[src/rtl/owm_pkg.sv]
// shared types, codes and constants of the 1-wire temperature sensor reader
// no dependencies; imported by owm_step and onewire_temp_sensor_reader
`default_nettype none

package owm_pkg;

    // scratchpad bytes read by a read request (byte index is 4 bits wide)
    localparam int unsigned SCRATCH_BYTES = 9;

    // 1-wire command bytes
    localparam logic [7:0] CMD_SKIP_ROM  = 8'hCC;
    localparam logic [7:0] CMD_READ_PAD  = 8'hBE;
    localparam logic [7:0] CMD_CONVERT_T = 8'h44;
    localparam logic [7:0] READ_FILL     = 8'hFF;
    localparam logic [7:0] CRC_POLY_REFL = 8'h8C;

    // register reset values
    localparam logic [9:0] RESET_LOW_DEFAULT     = 10'd480;
    localparam logic [9:0] PRESENCE_WAIT_DEFAULT = 10'd66;
    localparam logic [5:0] SAMPLE_POINT_DEFAULT  = 6'd15;
    localparam logic [6:0] SLOT_TIME_DEFAULT     = 7'd60;

    typedef enum logic [1:0] {
        REG_RESET_LOW     = 2'd0,
        REG_PRESENCE_WAIT = 2'd1,
        REG_SAMPLE_POINT  = 2'd2,
        REG_SLOT_TIME     = 2'd3
    } t_reg_idx;

    typedef enum logic [1:0] {
        MODE_TICK  = 2'd0,
        MODE_START = 2'd1,
        MODE_READ  = 2'd2
    } t_mode;

    typedef enum logic [1:0] {
        ST_OK       = 2'd0,
        ST_BUS_BUSY = 2'd1,
        ST_CRC_ERR  = 2'd2
    } t_status;

    typedef enum logic [2:0] {
        PH_IDLE     = 3'd0,
        PH_RST_LOW  = 3'd1,
        PH_RST_WAIT = 3'd2,
        PH_WR_SKIP  = 3'd3,
        PH_WR_CMD   = 3'd4,
        PH_READ     = 3'd5
    } t_phase;

    typedef struct packed {
        logic [1:0] mode;
        logic       line_level;
        logic       power_extern;
    } t_owm_in;

    typedef struct packed {
        logic        pull_low;
        logic        strong_pullup;
        logic        busy_res;
        logic        done_res;
        logic [1:0]  status;
        logic [15:0] measurement;
    } t_owm_out;

    typedef struct packed {
        logic [9:0] reset_low_time;
        logic [9:0] presence_wait;
        logic [5:0] sample_point;
        logic [6:0] slot_time;
    } t_owm_cfg;

    typedef struct packed {
        t_phase      phase;
        logic [9:0]  tick_count;
        logic [7:0]  shift_byte;
        logic [2:0]  bit_index;
        logic [3:0]  byte_index;
        logic [7:0]  crc_reg;
        logic [15:0] temp_word;
        logic        request_kind;  // 0 start, 1 read
        logic        extern_power;
        logic        pullup_on;
        logic        slot_sample;
    } t_owm_state;

    // reflected crc-8, one byte lsb first
    function automatic logic [7:0] owm_crc8(input logic [7:0] crc_in, input logic [7:0] data);
        logic [7:0] c;
        logic [7:0] d;
        logic       mix;
        c = crc_in;
        d = data;
        for (int i = 0; i < 8; i++) begin
            mix = c[0] ^ d[0];
            c   = {1'b0, c[7:1]};
            if (mix) begin
                c = c ^ CRC_POLY_REFL;
            end
            d = {1'b0, d[7:1]};
        end
        return c;
    endfunction

endpackage

`default_nettype wire

[src/rtl/owm_step.sv]
// one item step of the 1-wire master: request handling, tick timing, slots, crc
// depends on owm_pkg (types, command bytes, crc function)
`default_nettype none

module owm_step (
    input  owm_pkg::t_owm_state i_state,
    input  owm_pkg::t_owm_in    i_in,
    input  owm_pkg::t_owm_cfg   i_cfg,
    output owm_pkg::t_owm_state o_state,
    output owm_pkg::t_owm_out   o_res
);
    import owm_pkg::*;

    t_owm_state st_a;
    t_owm_state st_n;
    logic       is_req;
    logic [6:0] slot_len;
    logic [5:0] samp_lo;
    logic [6:0] samp_tick;
    logic [9:0] low_len;
    logic [9:0] wait_max;
    logic [9:0] wait_len;
    logic [9:0] tc_inc;
    logic       slot_end;
    logic       smp;
    logic [7:0] shift_new;
    logic [2:0] bi_inc;
    logic [3:0] bx_inc;
    logic [7:0] crc_new;
    logic       done;
    t_status    status;
    logic [15:0] meas;

    function automatic t_owm_state begin_byte(input t_owm_state s, input t_phase p,
                                              input logic [7:0] v);
        t_owm_state r;
        r             = s;
        r.phase       = p;
        r.shift_byte  = v;
        r.bit_index   = '0;
        r.tick_count  = '0;
        r.slot_sample = 1'b0;
        return r;
    endfunction

    // timing derived from the registers
    always_comb begin
        slot_len  = (i_cfg.slot_time < 7'd2) ? 7'd2 : i_cfg.slot_time;
        samp_lo   = (i_cfg.sample_point == 6'd0) ? 6'd1 : i_cfg.sample_point;
        samp_tick = ({1'b0, samp_lo} > slot_len - 7'd1) ? slot_len - 7'd1 : {1'b0, samp_lo};
        low_len   = (i_cfg.reset_low_time == 10'd0) ? 10'd1 : i_cfg.reset_low_time;
        wait_max  = (i_cfg.reset_low_time > i_cfg.presence_wait) ? i_cfg.reset_low_time
                                                                  : i_cfg.presence_wait;
        wait_len  = (wait_max == 10'd0) ? 10'd1 : wait_max;
    end

    // request acceptance when idle
    always_comb begin
        st_a   = i_state;
        is_req = (i_in.mode == MODE_START) || (i_in.mode == MODE_READ);
        if (is_req && (i_state.phase == PH_IDLE)) begin
            st_a.request_kind = (i_in.mode == MODE_READ);
            if (i_in.mode == MODE_START) begin
                st_a.extern_power = i_in.power_extern;
            end
            st_a.pullup_on  = 1'b0;
            st_a.phase      = PH_RST_LOW;
            st_a.tick_count = '0;
        end
    end

    // slot datapath
    always_comb begin
        tc_inc    = st_a.tick_count + 10'd1;
        slot_end  = ({1'b0, st_a.tick_count} + 11'd1) >= {4'b0, slot_len};
        smp       = (st_a.tick_count == {3'b0, samp_tick})
                    ? (st_a.shift_byte[0] & i_in.line_level) : st_a.slot_sample;
        shift_new = {smp, st_a.shift_byte[7:1]};
        bi_inc    = st_a.bit_index + 3'd1;
        bx_inc    = st_a.byte_index + 4'd1;
        crc_new   = owm_crc8(st_a.crc_reg, shift_new);
    end

    // next state
    always_comb begin
        st_n   = st_a;
        done   = 1'b0;
        status = ST_OK;
        meas   = '0;
        if (i_in.mode == MODE_TICK) begin
            unique case (st_a.phase)
                PH_RST_LOW: begin
                    if ((tc_inc == 10'd0) || (tc_inc >= low_len)) begin
                        st_n.phase      = PH_RST_WAIT;
                        st_n.tick_count = '0;
                    end else begin
                        st_n.tick_count = tc_inc;
                    end
                end
                PH_RST_WAIT: begin
                    if ((tc_inc == 10'd0) || (tc_inc >= wait_len)) begin
                        if (!st_a.request_kind && !i_in.line_level) begin
                            st_n.phase      = PH_IDLE;
                            st_n.tick_count = '0;
                            done            = 1'b1;
                            status          = ST_BUS_BUSY;
                        end else begin
                            st_n = begin_byte(st_a, PH_WR_SKIP, CMD_SKIP_ROM);
                        end
                    end else begin
                        st_n.tick_count = tc_inc;
                    end
                end
                PH_WR_SKIP, PH_WR_CMD, PH_READ: begin
                    st_n.slot_sample = smp;
                    if (slot_end) begin
                        st_n.shift_byte  = shift_new;
                        st_n.slot_sample = 1'b0;
                        st_n.tick_count  = '0;
                        st_n.bit_index   = bi_inc;
                        if (bi_inc == 3'd0) begin
                            priority if (st_a.phase == PH_WR_SKIP) begin
                                st_n = begin_byte(st_n, PH_WR_CMD,
                                    st_a.request_kind ? CMD_READ_PAD : CMD_CONVERT_T);
                            end else if (st_a.phase == PH_WR_CMD) begin
                                if (!st_a.request_kind) begin
                                    st_n.phase     = PH_IDLE;
                                    done           = 1'b1;
                                    st_n.pullup_on = !st_a.extern_power;
                                end else begin
                                    st_n.byte_index = '0;
                                    st_n.crc_reg    = '0;
                                    st_n = begin_byte(st_n, PH_READ, READ_FILL);
                                end
                            end else begin
                                st_n.crc_reg = crc_new;
                                if (st_a.byte_index == 4'd0) begin
                                    st_n.temp_word[7:0] = shift_new;
                                end else if (st_a.byte_index == 4'd1) begin
                                    st_n.temp_word[15:8] = shift_new;
                                end
                                st_n.byte_index = bx_inc;
                                if ((bx_inc >= 4'(SCRATCH_BYTES)) || (bx_inc == 4'd0)) begin
                                    st_n.phase = PH_IDLE;
                                    done       = 1'b1;
                                    if (crc_new != 8'd0) begin
                                        status = ST_CRC_ERR;
                                    end else begin
                                        meas = st_n.temp_word;
                                    end
                                end else begin
                                    st_n = begin_byte(st_n, PH_READ, READ_FILL);
                                end
                            end
                        end
                    end else begin
                        st_n.tick_count = tc_inc;
                    end
                end
                default: begin
                    st_n.phase = PH_IDLE;
                end
            endcase
        end
    end

    // result of the item: drive for this tick, status after it
    always_comb begin
        o_state             = st_n;
        o_res.strong_pullup = st_a.pullup_on;
        unique case (st_a.phase)
            PH_RST_LOW: o_res.pull_low = 1'b1;
            PH_WR_SKIP, PH_WR_CMD, PH_READ:
                o_res.pull_low = (st_a.tick_count == 10'd0) || !st_a.shift_byte[0];
            default: o_res.pull_low = 1'b0;
        endcase
        o_res.busy_res    = (st_n.phase != PH_IDLE);
        o_res.done_res    = done;
        o_res.status      = status;
        o_res.measurement = meas;
    end

endmodule

`default_nettype wire

[src/rtl/onewire_temp_sensor_reader.sv]
// top level of the 1-wire temperature sensor reader: apb registers, state, result stage
// depends on owm_pkg and owm_step
//
// usage:
//  - input channel (i_in_valid / o_in_stall / i_in_data) carries one item per
//    transfer: a microsecond tick with the sampled line level, a start
//    conversion request or a read measurement request
//  - output channel (o_out_valid / i_out_stall / o_out_data) returns exactly
//    one result per input transfer, in order: line drive for that tick,
//    busy, done, status and the measurement word
//  - results are registered: the result of an item accepted at one edge is
//    valid after that edge; one item per cycle is taken while the receiver
//    keeps up, the whole step being a single pass through owm_step
//  - when the receiver stalls with a result pending, o_in_stall rises in the
//    same cycle and the result register holds until the transfer completes
//  - apb port writes the four timing registers (byte addresses 0, 4, 8, 12);
//    write only while the block is idle; pready is always high
//  - synchronous reset returns the sequencer to idle, clears the pull-up and
//    loads the default timing of 480, 66, 15 and 60 microseconds
`default_nettype none

module onewire_temp_sensor_reader (
    input  wire                  i_clk,
    input  wire                  i_rst_n,
    // item input
    input  wire                  i_in_valid,
    output logic                 o_in_stall,
    input  owm_pkg::t_owm_in     i_in_data,
    // result output
    output logic                 o_out_valid,
    input  wire                  i_out_stall,
    output owm_pkg::t_owm_out    o_out_data,
    // register port
    input  wire                  psel,
    input  wire                  penable,
    input  wire                  pwrite,
    input  wire  [3:0]           paddr,
    input  wire  [31:0]          pwdata,
    output logic [31:0]          prdata,
    output logic                 pready
);
    import owm_pkg::*;

    t_owm_cfg   r_cfg;
    t_owm_state r_state;
    t_owm_state n_state;
    t_owm_out   n_res;
    t_owm_out   r_res;
    logic       r_out_valid;
    logic       in_xfer;
    logic       out_xfer;
    logic       cfg_wr;
    t_reg_idx   reg_idx;

    assign pready   = 1'b1;
    assign reg_idx  = t_reg_idx'(paddr[3:2]);
    assign cfg_wr   = psel && penable && pwrite && pready;

    // result register frees up when empty or being taken this cycle
    assign out_xfer   = r_out_valid && !i_out_stall;
    assign o_in_stall = r_out_valid && i_out_stall;
    assign in_xfer    = i_in_valid && !o_in_stall;

    assign o_out_valid = r_out_valid;
    assign o_out_data  = r_res;

    // register readback
    always_comb begin
        unique case (reg_idx)
            REG_RESET_LOW:     prdata = {22'b0, r_cfg.reset_low_time};
            REG_PRESENCE_WAIT: prdata = {22'b0, r_cfg.presence_wait};
            REG_SAMPLE_POINT:  prdata = {26'b0, r_cfg.sample_point};
            REG_SLOT_TIME:     prdata = {25'b0, r_cfg.slot_time};
        endcase
    end

    always_ff @(posedge i_clk) begin
        if (!i_rst_n) begin
            r_cfg.reset_low_time <= RESET_LOW_DEFAULT;
            r_cfg.presence_wait  <= PRESENCE_WAIT_DEFAULT;
            r_cfg.sample_point   <= SAMPLE_POINT_DEFAULT;
            r_cfg.slot_time      <= SLOT_TIME_DEFAULT;
        end else if (cfg_wr) begin
            unique case (reg_idx)
                REG_RESET_LOW:     r_cfg.reset_low_time <= pwdata[9:0];
                REG_PRESENCE_WAIT: r_cfg.presence_wait  <= pwdata[9:0];
                REG_SAMPLE_POINT:  r_cfg.sample_point   <= pwdata[5:0];
                REG_SLOT_TIME:     r_cfg.slot_time      <= pwdata[6:0];
            endcase
        end
    end

    // one step of the sequencer per accepted item
    owm_step u_step (
        .i_state (r_state),
        .i_in    (i_in_data),
        .i_cfg   (r_cfg),
        .o_state (n_state),
        .o_res   (n_res)
    );

    // sequencer state, advanced only on an input transfer
    always_ff @(posedge i_clk) begin
        if (!i_rst_n) begin
            r_state <= '{phase: PH_IDLE, default: '0};
        end else if (in_xfer) begin
            r_state <= n_state;
        end
    end

    // result stage
    always_ff @(posedge i_clk) begin
        if (!i_rst_n) begin
            r_out_valid <= 1'b0;
        end else if (in_xfer) begin
            r_out_valid <= 1'b1;
        end else if (out_xfer) begin
            r_out_valid <= 1'b0;
        end
    end

    always_ff @(posedge i_clk) begin
        if (in_xfer) begin
            r_res <= n_res;
        end
    end

    // a finished sequence leaves the block idle
    a_done_not_busy: assert property (@(posedge i_clk) disable iff (!i_rst_n)
        (r_out_valid && r_res.done_res) |-> !r_res.busy_res)
        else $error("done result still reports busy");

    // status is only reported on the finishing item
    a_status_on_done: assert property (@(posedge i_clk) disable iff (!i_rst_n)
        (r_out_valid && (r_res.status != ST_OK)) |-> r_res.done_res)
        else $error("status set without done");

    // measurement only on a clean finish
    a_meas_clean: assert property (@(posedge i_clk) disable iff (!i_rst_n)
        (r_out_valid && (r_res.measurement != 16'd0)) |->
            (r_res.done_res && (r_res.status == ST_OK)))
        else $error("measurement without successful read");

    // every input transfer produces a result in the next cycle
    a_result_follows: assert property (@(posedge i_clk) disable iff (!i_rst_n)
        in_xfer |=> o_out_valid)
        else $error("accepted item produced no result");

endmodule

`default_nettype wire

[config.mk]
export PLATFORM = sky130hd
export DESIGN_NAME = onewire_temp_sensor_reader
export DESIGN_NICKNAME = d
export VERILOG_FILES = /design/src/rtl/owm_pkg.sv /design/src/rtl/owm_step.sv /design/src/rtl/onewire_temp_sensor_reader.sv
export SDC_FILE = /design/constraint.sdc
export NUM_CORES = 1
export LEC_CHECK = 0
export BUFFER_PORTS_ARGS = -buffer_cell sky130_fd_sc_hd__buf_2
export CAP_MARGIN = 30
export CELL_PAD_IN_SITES_DETAIL_PLACEMENT = 1
export CELL_PAD_IN_SITES_GLOBAL_PLACEMENT = 1
export CORE_MARGIN = 5
export CORE_UTILIZATION = 44
export DETAILED_ROUTE_END_ITERATION = 7
export PLACE_DENSITY = 0.79
export SLEW_MARGIN = 20
export SYNTH_ARGS = -nofsm -noshare
export SYNTH_HDL_FRONTEND = slang
export SYNTH_SLANG_ARGS = --single-unit
[constraint.sdc]
create_clock -name i_clk -period 6.25 [get_ports i_clk]
set_input_delay 0.9375 -clock i_clk [delete_from_list [all_inputs] [get_ports i_clk]]
set_output_delay 0.9375 -clock i_clk [all_outputs]
set_load 0.02 [all_outputs]
==> reports/metrics.yaml <==
status:
  outcome: "completed"
critical_path:
  critical_path.top_delay_family: "compound AO/OA/AOI/OAI gates"
  cp.depth: 16
  cpMostUsedCell: "ha_1"
  crit_buf_inv: 1
  slowest_delay_ns: 0.54
  criticalPathCategory: "reg2reg"
  crit_path_top_delay_cell: "a2111oi_4"
  crit_arrival_ns: 5.43
  required_ns: 6.35
  critPathLaunchType: "flip-flop"
  end_kind: "flip-flop"
  crit_chain: "or3_1 -> o41ai_2 -> ha_1 -> nor3b_4 -> xnor2_1 -> inv_1 -> ha_1 -> nand3_1 -> o21ai_1 -> and2_4 -> a21oi_1 -> a2111oi_4 -> a22oi_2 -> o21ai_0 -> a21o_4 -> nor3_1"
  cp_max_fo: 17
  r2r_cells: 16
final_layout:
  drive_gt1_share_pct: 14.24
  final_common_cell: "dfxtp_1"
  nFillCells: 2139
  synthToLayoutAreaGrowth_pct: 7.922
  mostFrequentLayoutCells: "dfxtp_1, nand2_1, nor2_1"
  antenna_cells: 0
  nets: 1053
  post-route-util_pct: 48.64
clock_network:
  cts_tree: "done"
  hold_buffers: 0
  clock_latency_ns: 0.37
  post_cts_buffers: 0
  cts_resized: 0
  cts_buffers: 9
  root_buffer: "clkbuf_16"
  clock-sinks: 112
  h-tree-depth: 3
  clkTransAtPathRegs_ns: 0.09
  clock_path_buffers: 2
synthesis:
  synth_top_area_share_pct: 22.95
  ys_seq_area_share_pct: 31.37
  synth_mux_area_share_pct: 7.874
  synthesis.area_sq_um: 7850
  yosys.area_share.adder_pct: 8.926
  yosysTopAreaCell: "dfxtp_1"
  synth_top_family_by_area: "simple AND/OR/NAND/NOR gates"
  synth.distinct_cells: 84
  synth-xor-area-share_pct: 3.236
  synth_warnings: 0
  synth_area_leaders: "dfxtp_1, ha_1, edfxtp_1, mux2i_1, a21oi_1"
  synth-seq-cells: 112
  async_flop_share_pct: 0
  synthSimpleGateAreaFrac_pct: 20.93
  synth_cells: 935
  ys.flop_type: "dfxtp_1"
  syn_avg_cell_area_sq_um: 8.396
  synth_compound_area_share_pct: 19.27
  synth_edf_count: 22
power:
  p_switching_uw: 470.6
  p_seq_share_pct: 47.7
  internal_power_uw: 1134
  power_leakage_uw: 0.003431
  swShare_pct: 29.33
  clkPwrFrac_pct: 39.2
  p_per_area_nw_per_um2: 189.4
  combPwrFrac_pct: 13.2
  vdd_drop_max_v: 0.0001749
floorplan:
  die_h_um: 143.6
  row_count: 48
  start_util_pct: 45.07
  floorplan.die_area_sq_um: 20610
  boundaryPins: 104
  die_w_um: 143.6
  core-area_sq_um: 17420
sta:
  slew_headroom_pct: 48.87
  setup_viol_count_final: 0
  finClkSkew_ns: 0.01133
  min_period_over_period_pct: 85.16
  max_clock_freq_ghz: 0.1879
  period_minus_slack_ns: 5.323
  fin_setup_tns_ns: 0
  final-hold-violation-count: 0
  rsz0062_at_grt: "false"
  worstMarginPinSlew_ns: 0.7590
  slew_viol_final: 0
min_path:
  hold_depth: 2
  hold_path.class: "reg2reg"
detailed_routing:
  via_count: 6879
  drt-initial-drc-count: 419
  drc: 0
  post_drt_wl_per_cell_um: 18.93
  drtPass1Iterations: 5
  drtAntennaViolNets: 0
  routed_wl_mm: 22.34
  drt-vias-per-instance: 5.830
global_routing:
  use_met3_pct: 3.627
  grt_max_degree: 65
  grt_overflow_total: 0
  busiest_layer: "met2"
  use_met1_pct: 27.32
  grt_pass1_vias: 7009
  antenna_found_initial: 0
  grt_pass1_wl_mm: 36.09
  grt_usage_pct: 21.79
  use_met2_pct: 38.79
place:
  gp_congestion: 0.8479
  place_hpwl_mm: 16.46
  port_buffers: 56
run:
  max_cap_violations: 0
-- cell type report --
| class | count | area, sq um | share of cell area (%) |
|---|---|---|---|
| Timing Repair Buffer | 72 | 400.4 | 4.726 |
| Clock inverter | 6 | 70.07 | 0.8271 |
| Sequential cell | 112 | 2462 | 29.07 |
| Tap cell | 225 | 281.5 | 3.323 |
| Multi-Input combinational cell | 708 | 4831 | 57.02 |
| Clock buffer | 10 | 250.2 | 2.954 |
| Inverter | 47 | 176.4 | 2.082 |
-- sequential cells by signal, indices dropped and copies added, names as in the netlist --
| signal | flops |
|---|---|
| o_out_data | 22 |
| o_out_valid | 1 |
| r_state | 56 |
| r_cfg | 33 |
-- through the flow --
stage | instance area, sq um | cells | hold slack (ns) | worst slack, ns | total power, uW
floorplan | 7929 | 956 | 0.4313 | 1.307 | 938.8
global placement | 8152 | 1164 | 0.4373 | 0.6819 | 986.6
detailed placement | 8152 | 1164 | 0.4429 | 0.6507 | 991.4
CTS | 8472 | 1180 | 0.4563 | 0.8688 | 1624
global route | 8472 | 1180 | 0.4729 | 0.5581 | 1673
finish | 8472 | 1180 | 0.4550 | 0.9273 | 1604
-- routing by layer --
metal / up-vias / routed length, um / part of all wire, %
li1: 3341 / - / -
met2: 119 / 11270 / 50
met1: 3389 / 9987 / 45
met5: - / 0 / 0
met4: 0 / 405 / 1.8
met3: 30 / 680 / 3.0
-- cells by family after synthesis --
family	after synthesis
other	2
muxes	54
DFF	112
xor gates and xnor gates	29
buffers and inverters	136
AOI/OAI and AO/OA	222
and+or+nand+nor	324
adders and majority gates	56
-- path summary, 6_finish.rpt --
path | start | to | slack (ns)
worst max-delay path | r_cfg[4]$_SDFFE_PN1P_ | o_out_data[4]$_SDFFCE_PP0P_ | 0.93
worst min-delay path | r_state[19]$_SDFFE_PN0P_ | r_state[19]$_SDFFE_PN0P_ | 0.46
worst max register to register | r_cfg[4]$_SDFFE_PN1P_ | o_out_data[4]$_SDFFCE_PP0P_ | 0.93
worst min register to register | r_state[19]$_SDFFE_PN0P_ | r_state[19]$_SDFFE_PN0P_ | 0.46
-- synth_stat cells, types with 6 or more instances --
cell type	number
nor2_1	86
nand3_1	39
and2_1	7
a21oi_1	74
buf_4	25
mux4_2	6
a21o_1	9
o211ai_1	11
ha_1	56
mux2i_1	46
nand2_1	87
inv_1	46
nor2b_1	8
clkbuf_1	46
o21a_1	10
dfxtp_1	90
o21ai_0	42
nor3_2	10
nor4_1	10
a211oi_1	11
nand4_1	7
a22oi_1	6
buf_2	11
xnor2_1	25
edfxtp_1	22
nor3_1	21
a31oi_1	11
or4_1	7
nand2b_1	8
-- power groups by stage --
stage               Clock [uW]  Combinational, uW  Sequential, uW
finish                     629                211             765
CTS                        648                211             765
global placement             0                206             781
global route               675                231             767
floorplan                    0                154             785
detailed placement           0                210             782
-- worst register-to-register path, cell delays in order, from the launching register on --
cell and delay (ns):
dfxtp_1 0.37, or3_1 0.42, o41ai_2 0.46, ha_1 0.28, nor3b_4 0.29, xnor2_1 0.25
inv_1 0.09, ha_1 0.30, nand3_1 0.09, o21ai_1 0.48, and2_4 0.28, a21oi_1 0.11
a2111oi_4 0.54, a22oi_2 0.18, o21ai_0 0.46, a21o_4 0.37, nor3_1 0.10
Note: power is estimated with default switching activity, not from simulation.
